[src/rtl/core/utf8d_pkg.sv]
`default_nettype none

package utf8d_pkg;

  localparam int BYTE_W = 8;
  localparam int CP_W   = 21;

  // one byte yields at most two results (broken sequence plus new lead or truncation)
  localparam int MAX_RESULTS = 2;
  localparam int SLOT_W      = $clog2(MAX_RESULTS);
  localparam int CNT_W       = $clog2(MAX_RESULTS + 1);

  localparam int QUEUE_DEPTH_DEF = 4;

  localparam logic [BYTE_W-1:0] ASCII_END = 8'h80;
  localparam logic [BYTE_W-1:0] LEAD_MIN  = 8'hC2;
  localparam logic [BYTE_W-1:0] LEAD3_MIN = 8'hE0;
  localparam logic [BYTE_W-1:0] LEAD4_MIN = 8'hF0;
  localparam logic [BYTE_W-1:0] LEAD_END  = 8'hF5;
  localparam logic [BYTE_W-1:0] CONT_MASK = 8'h3F;

  localparam logic [CP_W-1:0] SURR_LO  = 21'h00D800;
  localparam logic [CP_W-1:0] SURR_HI  = 21'h00DFFF;
  localparam logic [CP_W-1:0] MAX_CP   = 21'h10FFFF;
  localparam logic [CP_W-1:0] LIMIT_2B = 21'h0007FF;
  localparam logic [CP_W-1:0] LIMIT_3B = 21'h00FFFF;

  localparam logic [2:0] SEQ_LEN_2 = 3'd2;
  localparam logic [2:0] SEQ_LEN_3 = 3'd3;
  localparam logic [2:0] SEQ_LEN_4 = 3'd4;

  typedef struct packed {
    logic [CP_W-1:0] code_point;
    logic            is_error;
  } utf8d_result_t;

  // all results caused by one input byte
  typedef struct packed {
    logic [CNT_W-1:0]                    count;
    utf8d_result_t [MAX_RESULTS-1:0]     res;
  } utf8d_bundle_t;

  typedef struct packed {
    logic          push;
    utf8d_bundle_t data;
  } utf8d_q_wr_t;

  typedef struct packed {
    logic          valid;
    utf8d_bundle_t data;
  } utf8d_q_rd_t;

endpackage

`default_nettype wire

[src/rtl/core/utf8d_back.sv]
`default_nettype none

module utf8d_back import utf8d_pkg::*; (
  input  wire logic            clk,
  input  wire logic            rst_n,
  input  wire utf8d_q_rd_t     q_rd,
  output logic                 q_pop,
  output logic                 out_valid,
  input  wire logic            out_ready,
  output logic [CP_W-1:0]      out_code_point,
  output logic                 out_is_error,
  output logic                 out_last_of_run
);

  logic              hold_valid_r;
  utf8d_bundle_t     hold_r;
  logic [SLOT_W-1:0] slot_r;

  logic          is_last;
  logic          out_fire;
  logic          take;
  utf8d_result_t cur;

  assign is_last  = ((CNT_W'(slot_r) + CNT_W'(1)) == hold_r.count);
  assign out_fire = hold_valid_r && out_ready;
  assign take     = q_rd.valid && (!hold_valid_r || (out_fire && is_last));
  assign q_pop    = take;

  assign cur             = hold_r.res[slot_r];
  assign out_valid       = hold_valid_r;
  assign out_code_point  = cur.code_point;
  assign out_is_error    = cur.is_error;
  assign out_last_of_run = is_last;

  always_ff @(posedge clk) begin
    if (take) begin
      hold_r <= q_rd.data;
    end
  end

  always_ff @(posedge clk) begin
    if (!rst_n) begin
      hold_valid_r <= 1'b0;
      slot_r       <= '0;
    end else if (take) begin
      hold_valid_r <= 1'b1;
      slot_r       <= '0;
    end else if (out_fire && is_last) begin
      hold_valid_r <= 1'b0;
    end else if (out_fire) begin
      slot_r <= slot_r + SLOT_W'(1);
    end
  end

endmodule

`default_nettype wire

[config.mk]
export PLATFORM = sky130hd
export DESIGN_NAME = utf8d_back
export DESIGN_NICKNAME = d
export VERILOG_FILES = /design/src/rtl/core/utf8d_pkg.sv /design/src/rtl/core/utf8d_back.sv
export SDC_FILE = /design/constraint.sdc
export NUM_CORES = 1
export LEC_CHECK = 0
export BUFFER_PORTS_ARGS = -buffer_cell sky130_fd_sc_hd__buf_2
export CAP_MARGIN = 20
export CORE_MARGIN = 2
export CORE_UTILIZATION = 35
export CTS_BUF_LIST = sky130_fd_sc_hd__clkbuf_4 sky130_fd_sc_hd__clkbuf_8
export CTS_CLUSTER_SIZE = 28
export DETAILED_ROUTE_END_ITERATION = 8
export PLACE_DENSITY = 0.72
export SETUP_SLACK_MARGIN = 0.1
export SYNTH_ARGS = -nofsm -noshare
export SYNTH_HDL_FRONTEND = slang
export SYNTH_SLANG_ARGS = --single-unit
[constraint.sdc]
create_clock -name clk -period 6.2 [get_ports clk]
set_input_delay 0 -clock clk [delete_from_list [all_inputs] [get_ports clk]]
set_output_delay 0 -clock clk [all_outputs]
set_load 0.02 [all_outputs]
After elaboration in Yosys (flattened, before gate mapping)
Index checks and enable logic that the tools add are counted.
{ "classes": {"eq_ne": 1, "mul": 0, "n_mux": 4, "reduce_logical": 8, "n_addsub": 2, "n_div": 0, "order_cmp": 1, "shifts": 0, "bitwise_logic": 2} }
{ "op_table": {"columns": ["cell", "n"], "rows": [
  ["$mux W22", 2],
  ["$logic_and A1 B1 Y1", 3],
  ["$add A1 B1 Y2 const B", 1],
  ["$eq A2 B2 Y1", 1],
  ["$lt A1 B2 Y1 const B", 1],
  ["$mux W1", 2],
  ["$not A1 Y1", 2],
  ["$reduce_and A2 Y1", 1],
  ["$reduce_bool A2 Y1", 1],
  ["$reduce_or A2 Y1", 1],
  ["$add A1 B1 Y1 const B", 1],
  ["$logic_not A1 Y1", 1],
  ["$logic_or A1 B1 Y1", 1]
]} }
{ "word_totals": {"output_inout_bits": 25, "mem_bits_rw": 0, "wordCells": 25, "register_bits": 48, "mem_count": 0, "mem_bits_ro": 0, "latch_bits": 0} }

Depth between registers and ports, before layout
{ "depth": {"word_depth": 6, "ltp_mapped": 4} }

Least setup slack after synthesis
No wires, ideal clock.
{ "synth_timing": {"kind": "flip-flop to flip-flop", "startpoint": "register hold_r[44] (netlist name)", "endpoint": "register hold_r[0] (netlist name) (enable)", "synth_period_minus_slack_ps": 4049, "setup_time_ps": 494, "path_stages_with_launch": 3, "arrival_ps": 3554, "path_buffers": 0, "path_slack_ps": 2151, "t_required_ps": 5706, "path_cell_list": "edfxtp_1 -> nand4b_1 -> a31oi_1"} }
{ "synth_between": {"elab_chain_cells": 4} }
{ "synth_lines": {"columns": ["item", "line_no", "source"], "rows": [
  ["from (decl)", "utf8d_back.sv:16", "utf8d_bundle_t hold_r;"],
  ["from (signal assigned)", "utf8d_back.sv:37", "hold_r <= q_rd.data;"],
  ["$eq A2 B2 Y1", "utf8d_back.sv:24", "assign is_last = ((CNT_W'(slot_r) + CNT_W'(1)) == hold_r.count);"],
  ["$logic_and A1 B1 Y1", "utf8d_back.sv:26", "assign take = q_rd.valid && (!hold_valid_r || (out_fire && is_last));"],
  ["$logic_or A1 B1 Y1", "utf8d_back.sv:26", null],
  ["$logic_and A1 B1 Y1", "utf8d_back.sv:26", null],
  ["named net q_pop", "utf8d_back.sv:7", "output logic q_pop,"]
]} }
The timed path passes the listed nets, and every way through them passes these cells.
A chain may end at the register's enable or synchronous reset.

Worst setup path after layout
{ "layout_timing": {"startpoint": "register slot_r", "endpoint": "output q_pop"} }
{ "layout_between": {"elab_chain_cells": 5} }
{ "layout_lines": {"columns": ["item", "line_no", "source"], "rows": [
  ["from (decl)", "utf8d_back.sv:17", "logic [SLOT_W-1:0] slot_r;"],
  ["from (signal assigned)", "utf8d_back.sv:51", "slot_r <= slot_r + SLOT_W'(1);"],
  ["$add A1 B1 Y2", "utf8d_back.sv:24", null],
  ["$eq A2 B2 Y1", "utf8d_back.sv:24", null],
  ["$logic_and A1 B1 Y1", "utf8d_back.sv:26", null],
  ["$logic_or A1 B1 Y1", "utf8d_back.sv:26", null],
  ["$logic_and A1 B1 Y1", "utf8d_back.sv:26", null],
  ["to (decl)", "utf8d_back.sv:7", null]
]} }
No other way between the ends.

==> run metrics <==
status finished, final reports clean; Mean Syn Cell Area 20.8 um^2; Final period util 37.0%; CTS Root Cell clkbuf_8; critical path's slowest cell dfxtp_1; chip height 75.4 um; Leak 1.11 nW; Post-Syn Instances 86; post-synthesis sequential area ratio 79.6%; GP Congestion 0.625; worst hold path type in -> reg; global-route wire length before repair 5530 um; die area 5690 um^2; dpl cells 225; DRC Markers 0; vias 1235; number of flops mapped to enable cells by yosys 46; Worst-Skew Late Latency 0.29 ns; Tot GR Track Use 13.6%; Pwr Density 232 nW/um^2; TNS Setup 0 ns; Post-Syn Nets 136; # diodes 0; core area 4820 um^2; Primary FF master, synth edfxtp_1; Worst Hold Slack 0.0540 ns; Max-cap violations 0; Clock Skew 0.00656 ns; post-synth cell types 16; worst-case hold path end point out_valid$_SDFFE_PN0P_; Max Slew Vio Count 0; VDD IR max 153 uV; area share of the largest cell type after synthesis 77.4%; worst path cell trace buf_16 > nand4b_1 > a31oi_4 > buf_4 > buf_2; Layout area overhead 58.3%; reg-to-reg startpoint slot_r$_SDFFE_PP0P_; cell family with most CP delay buffers and inverters; antenna violations before repair 0; total clock buffers created by CTS 5; average wire per standard cell 13.4 um; Antenna Nets Post-Route 0; worst slack, placed 3.60 ns; CP Launch Type register; # rows 25; Die Wd 75.4 um; Worst Path Arrival 2.29 ns; routed wire length 3760 um; Buffers & Inverters on Critical Path 3; Crit. Startpoint slot_r$_SDFFE_PP0P_; critical path type reg -> out; fmax 436 MHz; post-route setup slack 3.91 ns; Synth Warn # 0; area of the multi-input gates 350 um^2; Initial DRT Pass Iterations 4; leading cell types by total area after synthesis edfxtp_1 (77%), mux2_2 (14%), dfxtp_1 (2.2%); fin crit period 2.29 ns; I/O Pins 75; Async S/R FF share, synth 0%; Nets 263; Worst R2R Setup Slack 4.10 ns; gr ovfl total 0; initial DRC count 43; Reg clk slew, reported paths 0.08 ns; largest net degree at the start of global routing 49; synthesized cell area 1790 um^2; Fin. Hold Viols 0; Finished Layout Cells 281; vias in the first global route 1290; worst r2r path cells 4; top-count cell post-synth edfxtp_1; leading post-synthesis cells by instance count edfxtp_1 (46), mux2_2 (22); Reg-to-Reg End hold_r[45]$_DFFE_PP_; Final Core Density 58.7%; Hold Crit Start q_rd[46]; critical path fanouts, max 48; CTS tree done; slew margin rel. 60.5%; setup violators final 0; CP peak stage delay 0.60 ns; port buffer count 74; largest area contributor in the netlist edfxtp_1; Yosys reg bits 48; Clock H-tree levels 2; Via density 4.40; worst hold stages 3; share of layout cells above drive strength 1 50.0%; starting density of the core 37.1%; Reg area 1420 um^2; CP Data Required Time 6.20 ns; # fillers 390; clock buffer depth 2; critical path endpoint category output port; Critical Path Stages 5; clk sink count 48; Worst-Margin Slew 0.592 ns; RSZ-0062 raised after global routing no
[area by class of cell]
class	instances	area share, %
Inverter	2	0.266
Clock inverter	2	0.398
Multi-Input combinational cell	33	12.4
Sequential cell	48	50.3
Tap cell	67	2.97
Timing Repair Buffer	123	31.0
Clock buffer	6	2.70
[repair_timing]
| action | in CTS | in global routing |
|---|---|---|
| gates resized for setup | 0 | 0 |
| endpoints found under the hold margin | 48 | 0 |
| hold buffers | 47 | 0 |
| buffers inserted | 0 | 0 |
[routing by layer]
layer  share of wire (%)  up-vias  GRT usage [%]
met3                 4.9        2           3.70
met2                  58       48           26.0
met1                  37      593           14.4
li1                    -      592              -
met5                   0        -              0
met4                0.69        0           4.68
[registers in the layout (all words and copies together), names as in the netlist]
register   flops
out_valid      1
slot_r         1
hold_r        46
[how the worst max path moves through the flow]
stage,to,slack (ns)
after floorplan,hold_r[0]$_DFFE_PP_,2.15
after global placement,hold_r[21]$_DFFE_PP_,3.76
after detailed placement,hold_r[40]$_DFFE_PP_,3.60
after CTS,q_pop,3.40
after global routing,q_pop,3.77
final,q_pop,3.91
[power breakdown]
| group | internal [mW] | leakage, nW | total, mW | switching [mW] |
|---|---|---|---|---|
| sequential | 0.378 | 0.456 | 0.384 | 0.00622 |
| combinational | 0.0511 | 0.616 | 0.0947 | 0.0435 |
| clock | 0.0826 | 0.0423 | 0.176 | 0.0939 |
[cell usage in the layout (no fill, tap or decap), drive strengths merged, types with 2 or more instances in the layout]
master       Yosys  final
buf              3     76
a31oi            2      2
clkbuf           0      6
dfxtp            2      2
inv              2      2
edfxtp          46     46
mux2            22     22
dlygate4sd3      0     47
[cell families after synthesis]
kind of cell / count (synthesis) / share of synthesized area [%]
buf+inv: 5 / 1.61
compound gates: 5 / 1.89
mux: 22 / 13.9
simple gates: 6 / 3.01
flops: 48 / 79.6
[worst reg2reg max path: stages (launching register included)]
cell and delay [ns]:
dfxtp_1 0.60, buf_16 0.22, nand4b_1 0.19, a31oi_4 0.20, buf_4 0.50
[stage by stage]
step / total power [mW] / cell area [um^2]
global placement: 0.459 / 2240
floorplan: 0.431 / 1790
detailed placement: 0.463 / 2240
finish: 0.656 / 2830
global route: 0.684 / 2830
CTS: 0.662 / 2800
No activity file was read; power rests on OpenSTA's default activity.
