[src/rtl/core/utf8d_pkg.sv]
`default_nettype none

package utf8d_pkg;

  localparam int BYTE_W = 8;
  localparam int CP_W   = 21;

  // one byte yields at most two results (broken sequence plus new lead or truncation)
  localparam int MAX_RESULTS = 2;
  localparam int SLOT_W      = $clog2(MAX_RESULTS);
  localparam int CNT_W       = $clog2(MAX_RESULTS + 1);

  localparam int QUEUE_DEPTH_DEF = 4;

  localparam logic [BYTE_W-1:0] ASCII_END = 8'h80;
  localparam logic [BYTE_W-1:0] LEAD_MIN  = 8'hC2;
  localparam logic [BYTE_W-1:0] LEAD3_MIN = 8'hE0;
  localparam logic [BYTE_W-1:0] LEAD4_MIN = 8'hF0;
  localparam logic [BYTE_W-1:0] LEAD_END  = 8'hF5;
  localparam logic [BYTE_W-1:0] CONT_MASK = 8'h3F;

  localparam logic [CP_W-1:0] SURR_LO  = 21'h00D800;
  localparam logic [CP_W-1:0] SURR_HI  = 21'h00DFFF;
  localparam logic [CP_W-1:0] MAX_CP   = 21'h10FFFF;
  localparam logic [CP_W-1:0] LIMIT_2B = 21'h0007FF;
  localparam logic [CP_W-1:0] LIMIT_3B = 21'h00FFFF;

  localparam logic [2:0] SEQ_LEN_2 = 3'd2;
  localparam logic [2:0] SEQ_LEN_3 = 3'd3;
  localparam logic [2:0] SEQ_LEN_4 = 3'd4;

  typedef struct packed {
    logic [CP_W-1:0] code_point;
    logic            is_error;
  } utf8d_result_t;

  // all results caused by one input byte
  typedef struct packed {
    logic [CNT_W-1:0]                    count;
    utf8d_result_t [MAX_RESULTS-1:0]     res;
  } utf8d_bundle_t;

  typedef struct packed {
    logic          push;
    utf8d_bundle_t data;
  } utf8d_q_wr_t;

  typedef struct packed {
    logic          valid;
    utf8d_bundle_t data;
  } utf8d_q_rd_t;

endpackage

`default_nettype wire

[src/rtl/core/utf8d_queue.sv]
`default_nettype none

module utf8d_queue import utf8d_pkg::*; #(
  parameter int DEPTH = QUEUE_DEPTH_DEF
) (
  input  wire logic         clk,
  input  wire logic         rst_n,
  input  wire utf8d_q_wr_t  q_wr,
  output logic              q_full,
  output utf8d_q_rd_t       q_rd,
  input  wire logic         q_pop
);

  localparam int PTR_W = (DEPTH > 1) ? $clog2(DEPTH) : 1;
  localparam int CNT_W = $clog2(DEPTH + 1);

  utf8d_bundle_t    mem_r [DEPTH];
  logic [PTR_W-1:0] wr_ptr_r, rd_ptr_r;
  logic [CNT_W-1:0] count_r, count_nxt;
  logic             do_push, do_pop;

  assign q_full     = (count_r == CNT_W'(DEPTH));
  assign q_rd.valid = (count_r != '0);
  assign q_rd.data  = mem_r[rd_ptr_r];

  assign do_push = q_wr.push && !q_full;
  assign do_pop  = q_pop && q_rd.valid;

  always_comb begin
    count_nxt = count_r;
    if (do_push && !do_pop) begin
      count_nxt = count_r + CNT_W'(1);
    end else if (do_pop && !do_push) begin
      count_nxt = count_r - CNT_W'(1);
    end
  end

  always_ff @(posedge clk) begin
    if (do_push) begin
      mem_r[wr_ptr_r] <= q_wr.data;
    end
  end

  always_ff @(posedge clk) begin
    if (!rst_n) begin
      wr_ptr_r <= '0;
      rd_ptr_r <= '0;
      count_r  <= '0;
    end else begin
      count_r <= count_nxt;
      if (do_push) begin
        wr_ptr_r <= (wr_ptr_r == PTR_W'(DEPTH - 1)) ? '0 : wr_ptr_r + PTR_W'(1);
      end
      if (do_pop) begin
        rd_ptr_r <= (rd_ptr_r == PTR_W'(DEPTH - 1)) ? '0 : rd_ptr_r + PTR_W'(1);
      end
    end
  end

endmodule

`default_nettype wire

[config.mk]
export PLATFORM = sky130hd
export DESIGN_NAME = utf8d_queue
export DESIGN_NICKNAME = d
export VERILOG_FILES = /design/src/rtl/core/utf8d_pkg.sv /design/src/rtl/core/utf8d_queue.sv
export SDC_FILE = /design/constraint.sdc
export NUM_CORES = 1
export LEC_CHECK = 0
export BUFFER_PORTS_ARGS = -buffer_cell sky130_fd_sc_hd__buf_2
export CORE_ASPECT_RATIO = 0.9
export CORE_MARGIN = 2
export CORE_UTILIZATION = 51
export DETAILED_ROUTE_END_ITERATION = 16
export PLACE_DENSITY = 0.87
export SYNTH_ARGS = -nofsm -noshare
export SYNTH_HDL_FRONTEND = slang
export SYNTH_SLANG_ARGS = --single-unit
export TNS_END_PERCENT = 5
[constraint.sdc]
create_clock -name clk -period 2.33 [get_ports clk]
set_clock_uncertainty 0.2 [all_clocks]
set_input_delay 0.1165 -clock clk [delete_from_list [all_inputs] [get_ports clk]]
set_output_delay 0.1165 -clock clk [all_outputs]
set_load 0.01 [all_outputs]
* Word level (Yosys, flattened, before mapping)
Memory sizes are Yosys's and may differ from the RTL's. A register that Yosys moved wholly into a read port is not among the register bits.
Index checks and enable logic that the tools add are counted.
** Operators by class
- Add/subtract/negate cells :: 4
- Equality and inequality tests :: 3
- Mux-type cells :: 8
- Reduce and logical (&&, ||, !) cells :: 9
** Operators with widths (count)
- 2-bit two-way mux :: 4
- 3-bit two-way mux :: 2
- 2-bit by 1-bit adder with 2-bit output (second input constant) :: 2
- 2-bit equality test (second input constant) :: 2
- 1-bit logical AND :: 4
- 3-bit by 1-bit adder with 3-bit output (second input constant) :: 1
- 3-bit equality test (second input constant) :: 1
- 1-bit logical NOT :: 3
- 3-bit nonzero test :: 1
- 3-bit by 1-bit subtractor with 3-bit output (second input constant) :: 1
- 1-bit two-way mux :: 2
- 2-bit nonzero test :: 1
** Storage, ports and cells
- Bits in registers :: 7
- Bits in writable memories :: 184
- Bits of input ports :: 50
- Output and inout bits :: 48
- Logic and storage cells :: 28
- Memories :: 1
** Memory list
- mem_r :: depth 4, bits a word 46, rd ports 1, clocked after Yosys merged registers in 1, wr ports 1, RTL line utf8d_queue.sv:17 : utf8d_bundle_t mem_r [DEPTH];

* Logic depth before layout (Yosys ltp)
- Depth in word-level cells :: 7
- Gate-level depth with buffers :: 9
- Mapped depth without buffers :: 8

* Worst setup path before layout
Ideal clock, no wire load.
- Kind :: flip-flop to flip-flop
- From :: register count_r[0]
- To :: memory mem_r[0][0] in the netlist's numbering, enable pin
- Library setup time :: 0.408 ns
- Data arrival time :: 1.898 ns
- Required time :: 1.722 ns
- Setup slack :: -0.176 ns
- Stages on the path, launching flop included :: 5
- Path buffers :: 1
- Period minus slack after synthesis :: 2.506 ns
- Cells stage by stage :: dfxtp_1 > nor3b_2 > nor2b_1 > buf_2 > and2_1
** On the way
- Cells in the longest elaborated chain, start to end :: 5
** RTL lines
- start: declaration :: RTL line utf8d_queue.sv:19 : logic [CNT_W-1:0] count_r, count_nxt;
- start signal: assignment :: RTL line utf8d_queue.sv:50 : count_r <= count_nxt;
- 3-bit equality test :: RTL line utf8d_queue.sv:22 : assign q_full = (count_r == CNT_W'(DEPTH));
- named net q_full :: RTL line utf8d_queue.sv:9 : output logic q_full,
- 1-bit logical NOT :: RTL line utf8d_queue.sv:26 : assign do_push = q_wr.push && !q_full;
- 1-bit logical AND :: RTL line utf8d_queue.sv:26
- named net do_push :: RTL line utf8d_queue.sv:20 : logic do_push, do_pop;
- 1-bit two-way mux :: RTL line utf8d_queue.sv:39 : if (do_push) begin
- 1-bit two-way mux (not written as such) :: RTL line utf8d_queue.sv:40 : mem_r[wr_ptr_r] <= q_wr.data;
- end: declaration :: RTL line utf8d_queue.sv:17
The timed path passes the listed nets, and every way through them passes these cells.

* Final worst setup path
- From :: register count_r[2]
- To :: register count_r[2]
** On the way
- Cells in the longest elaborated chain, start to end :: 6
- Elaborated cells between the ends (all ways) :: 14
- Those cells by class :: add/sub (2); eq/ne (1); mux (2); reduce/logical (9)
** RTL lines
- branches (longest 6 deep; another with 3-bit by 1-bit subtractor with 3-bit output)
Several ways; the timed one is not identified. The select of a mux whose other input is x is not followed.
A chain may end at the register's enable or synchronous reset.

==> results.json <==
{
  "hpwlAfterDp_mm": 7.58,
  "drt_wl_total_mm": 12.5,
  "hold_ws_ns": 0.116,
  "final.setup.worst_slack_ns": 0.0768,
  "syn_avg_cell_area_um2": 24.7,
  "worstSetupPathType": "register to register",
  "gp_congestion": 0.673,
  "grtUsageTotal_pct": 17.3,
  "grtUsageMet3_pct": 6.73,
  "p_leak_nw": 3.11,
  "grt_max_degree": 28,
  "fin_util_pct": 64.9,
  "vias": 3442,
  "final_common_cell": "edfxtp_1",
  "wire_per_inst_um": 18.8,
  "hold_path.class": "input pin to register",
  "critPathLaunchType": "register",
  "htreeDepth": 4,
  "drc_errors": 0,
  "die_h_um": 117,
  "yosysUniqueCellTypes": 25,
  "cts_tree": "done",
  "relSlewSlack_pct": 72.3,
  "top_usage_layer": "met2",
  "drive_above_1_share_pct": 41.2,
  "grt_pass1_vias": 3589,
  "synthMuxAreaShare_pct": 15.2,
  "cts_max_path_buffers": 2,
  "synth_compound_area_share_pct": 0.418,
  "finalMaxSlewViolations": 0,
  "max_freq_mhz": 444,
  "crit_required_ns": 2.50,
  "fin_tns_setup_ns": 0,
  "dieArea_mm2": 0.0150,
  "syn-cell-area_mm2": 0.00718,
  "synth-simple-area-share_pct": 1.52,
  "power.density_mw_per_mm2": 1030,
  "viasPerCell": 5.17,
  "clock_latency_ns": 0.43,
  "dr.pass1.iters": 4,
  "grt_overflow_total": 0,
  "dpl_worst_slack_ns": 0.00361,
  "die_x_um": 129,
  "synth_nets": 348,
  "areaGrowthSynthToFinish_pct": 25.6,
  "fin_crit_ns": 2.25,
  "ir_worst_vdd_v": 0.000690,
  "cts_buffers": 17,
  "nets": 517,
  "tightest_slew_ns": 0.416,
  "grtUsageMet1_pct": 20.0,
  "grt_util_met2_pct": 29.8,
  "synth_cells": 291,
  "synth_top_family_by_area": "multiplexers",
  "yosys_register_bits": 193,
  "mostFrequentLayoutCells": "184 x edfxtp_1, 97 x buf_2, 48 x dlygate4sd3_1",
  "synth_xor_area_share_pct": 0.244,
  "synthAdderAreaFrac_pct": 1.32,
  "post-route-period-util_pct": 96.7,
  "worstSetupEndpointType": "register",
  "yosysSeqAreaShare_pct": 79.4,
  "rows": 41,
  "finalSetupViolations": 0,
  "hold_viol_final": 0,
  "ios": 98,
  "nFillCells": 908,
  "clock-sinks": 193,
  "path_clk_slew_ns": 0.06,
  "critPathArrivalTime_ns": 2.42,
  "start_util_pct": 51.7,
  "drtAntennaViolNets": 0,
  "status": "complete, no violations",
  "grt_pass1_wl_mm": 18.3,
  "ys_warn_count": 0,
  "crit_fanout": 5,
  "drt_iter0_markers": 173,
  "diodes": 0,
  "port_buffers": 97,
  "cap_violations": 0,
  "core_mm2": 0.0139,
  "antenna_found_initial": 0,
  "root_buffer": "clkbuf_16"
}
-- cells by family after synthesis --
family / count (synthesis)
xor+xnor: 2
flops: 193
simple gates: 20
mux: 49
compound gates: 5
buf+inv: 15
fa+ha+maj: 7
-- Yosys cell counts --
master / instances / area, um^2
edfxtp_1: 184 / 5530
mux4_2: 40 / 901
dfxtp_1: 9 / 180
ha_1: 6 / 75.1
mux4_1: 6 / 158
nand2_1: 6 / 22.5
and2_1: 5 / 31.3
buf_2: 5 / 25.0
buf_12: 4 / 80.1
inv_1: 3 / 11.3
mux2i_1: 3 / 30.0
o21ai_0: 3 / 15.0
nand3_1: 2 / 10.0
nor2_1: 2 / 7.51
nor2b_1: 2 / 12.5
or3_1: 2 / 12.5
a21boi_0: 1 / 7.51
buf_6: 1 / 11.3
clkbuf_1: 1 / 3.75
clkbuf_2: 1 / 5.00
fa_1: 1 / 20.0
nor3b_2: 1 / 12.5
o31ai_1: 1 / 7.51
xnor2_1: 1 / 8.76
xor2_1: 1 / 8.76
-- per-layer routing --
metal  wire length (um)  up-vias
met2               6550       93
met5                  0        -
li1                   -     1566
met1               5120     1769
met4                144        0
met3                677       14
-- critical path, cell delays in order, from the launching register on --
cell,delay (ns)
dfxtp_1,0.36
nor3b_2,0.19
nor2b_2,0.16
ha_2,0.20
inv_1,0.05
fa_1,0.37
xor2_1,0.18
or3_1,0.32
a21boi_1,0.15
-- per-stage QoR --
stage	instance area (um^2)	instances	total power, mW
finish	9020	666	9.28
global route	9020	666	9.66
CTS	8980	664	9.35
detailed placement	7930	584	6.53
global placement	7930	584	6.44
floorplan	7180	291	5.83
-- flip-flops by register name (all words and copies together), names as in the netlist, named ones only --
name	cells
wr_ptr_r	2
count_r	3
mem_r	184
rd_ptr_r	2
-- cell type report --
| class | instances | area (um^2) | share of cell area (%) |
|---|---|---|---|
| Tap cell | 193 | 241 | 2.68 |
| Inverter | 3 | 11.3 | 0.125 |
| Clock buffer | 19 | 433 | 4.80 |
| Clock inverter | 13 | 138 | 1.53 |
| Timing Repair Buffer | 162 | 1120 | 12.4 |
| Multi-Input combinational cell | 83 | 1360 | 15.1 |
| Sequential cell | 193 | 5710 | 63.3 |
-- power by group --
| group | internal (mW) | switching [mW] |
|---|---|---|
| Clock | 1.57 | 1.19 |
| Combinational | 1.09 | 1.03 |
| Sequential | 4.23 | 0.160 |
| Total | 6.90 | 2.38 |
-- final timing paths --
check	slack, ns	depth (start not counted)	endpoint	startpoint
min	0.12	5	wr_ptr_r[0]	q_wr[46]
max	0.08	8	count_r[2]	count_r[2]
min reg2reg	0.31	2	wr_ptr_r[1]	wr_ptr_r[1]
max reg2reg	0.08	8	count_r[2]	count_r[2]
-- repair_timing --
action,in CTS,in global routing
hold buffers,48,0
setup buffers,0,2
gates resized for setup,0,8
setup endpoints to repair,0,2
endpoints found under the hold margin,193,0
Note: power is estimated with default switching activity, not from simulation.
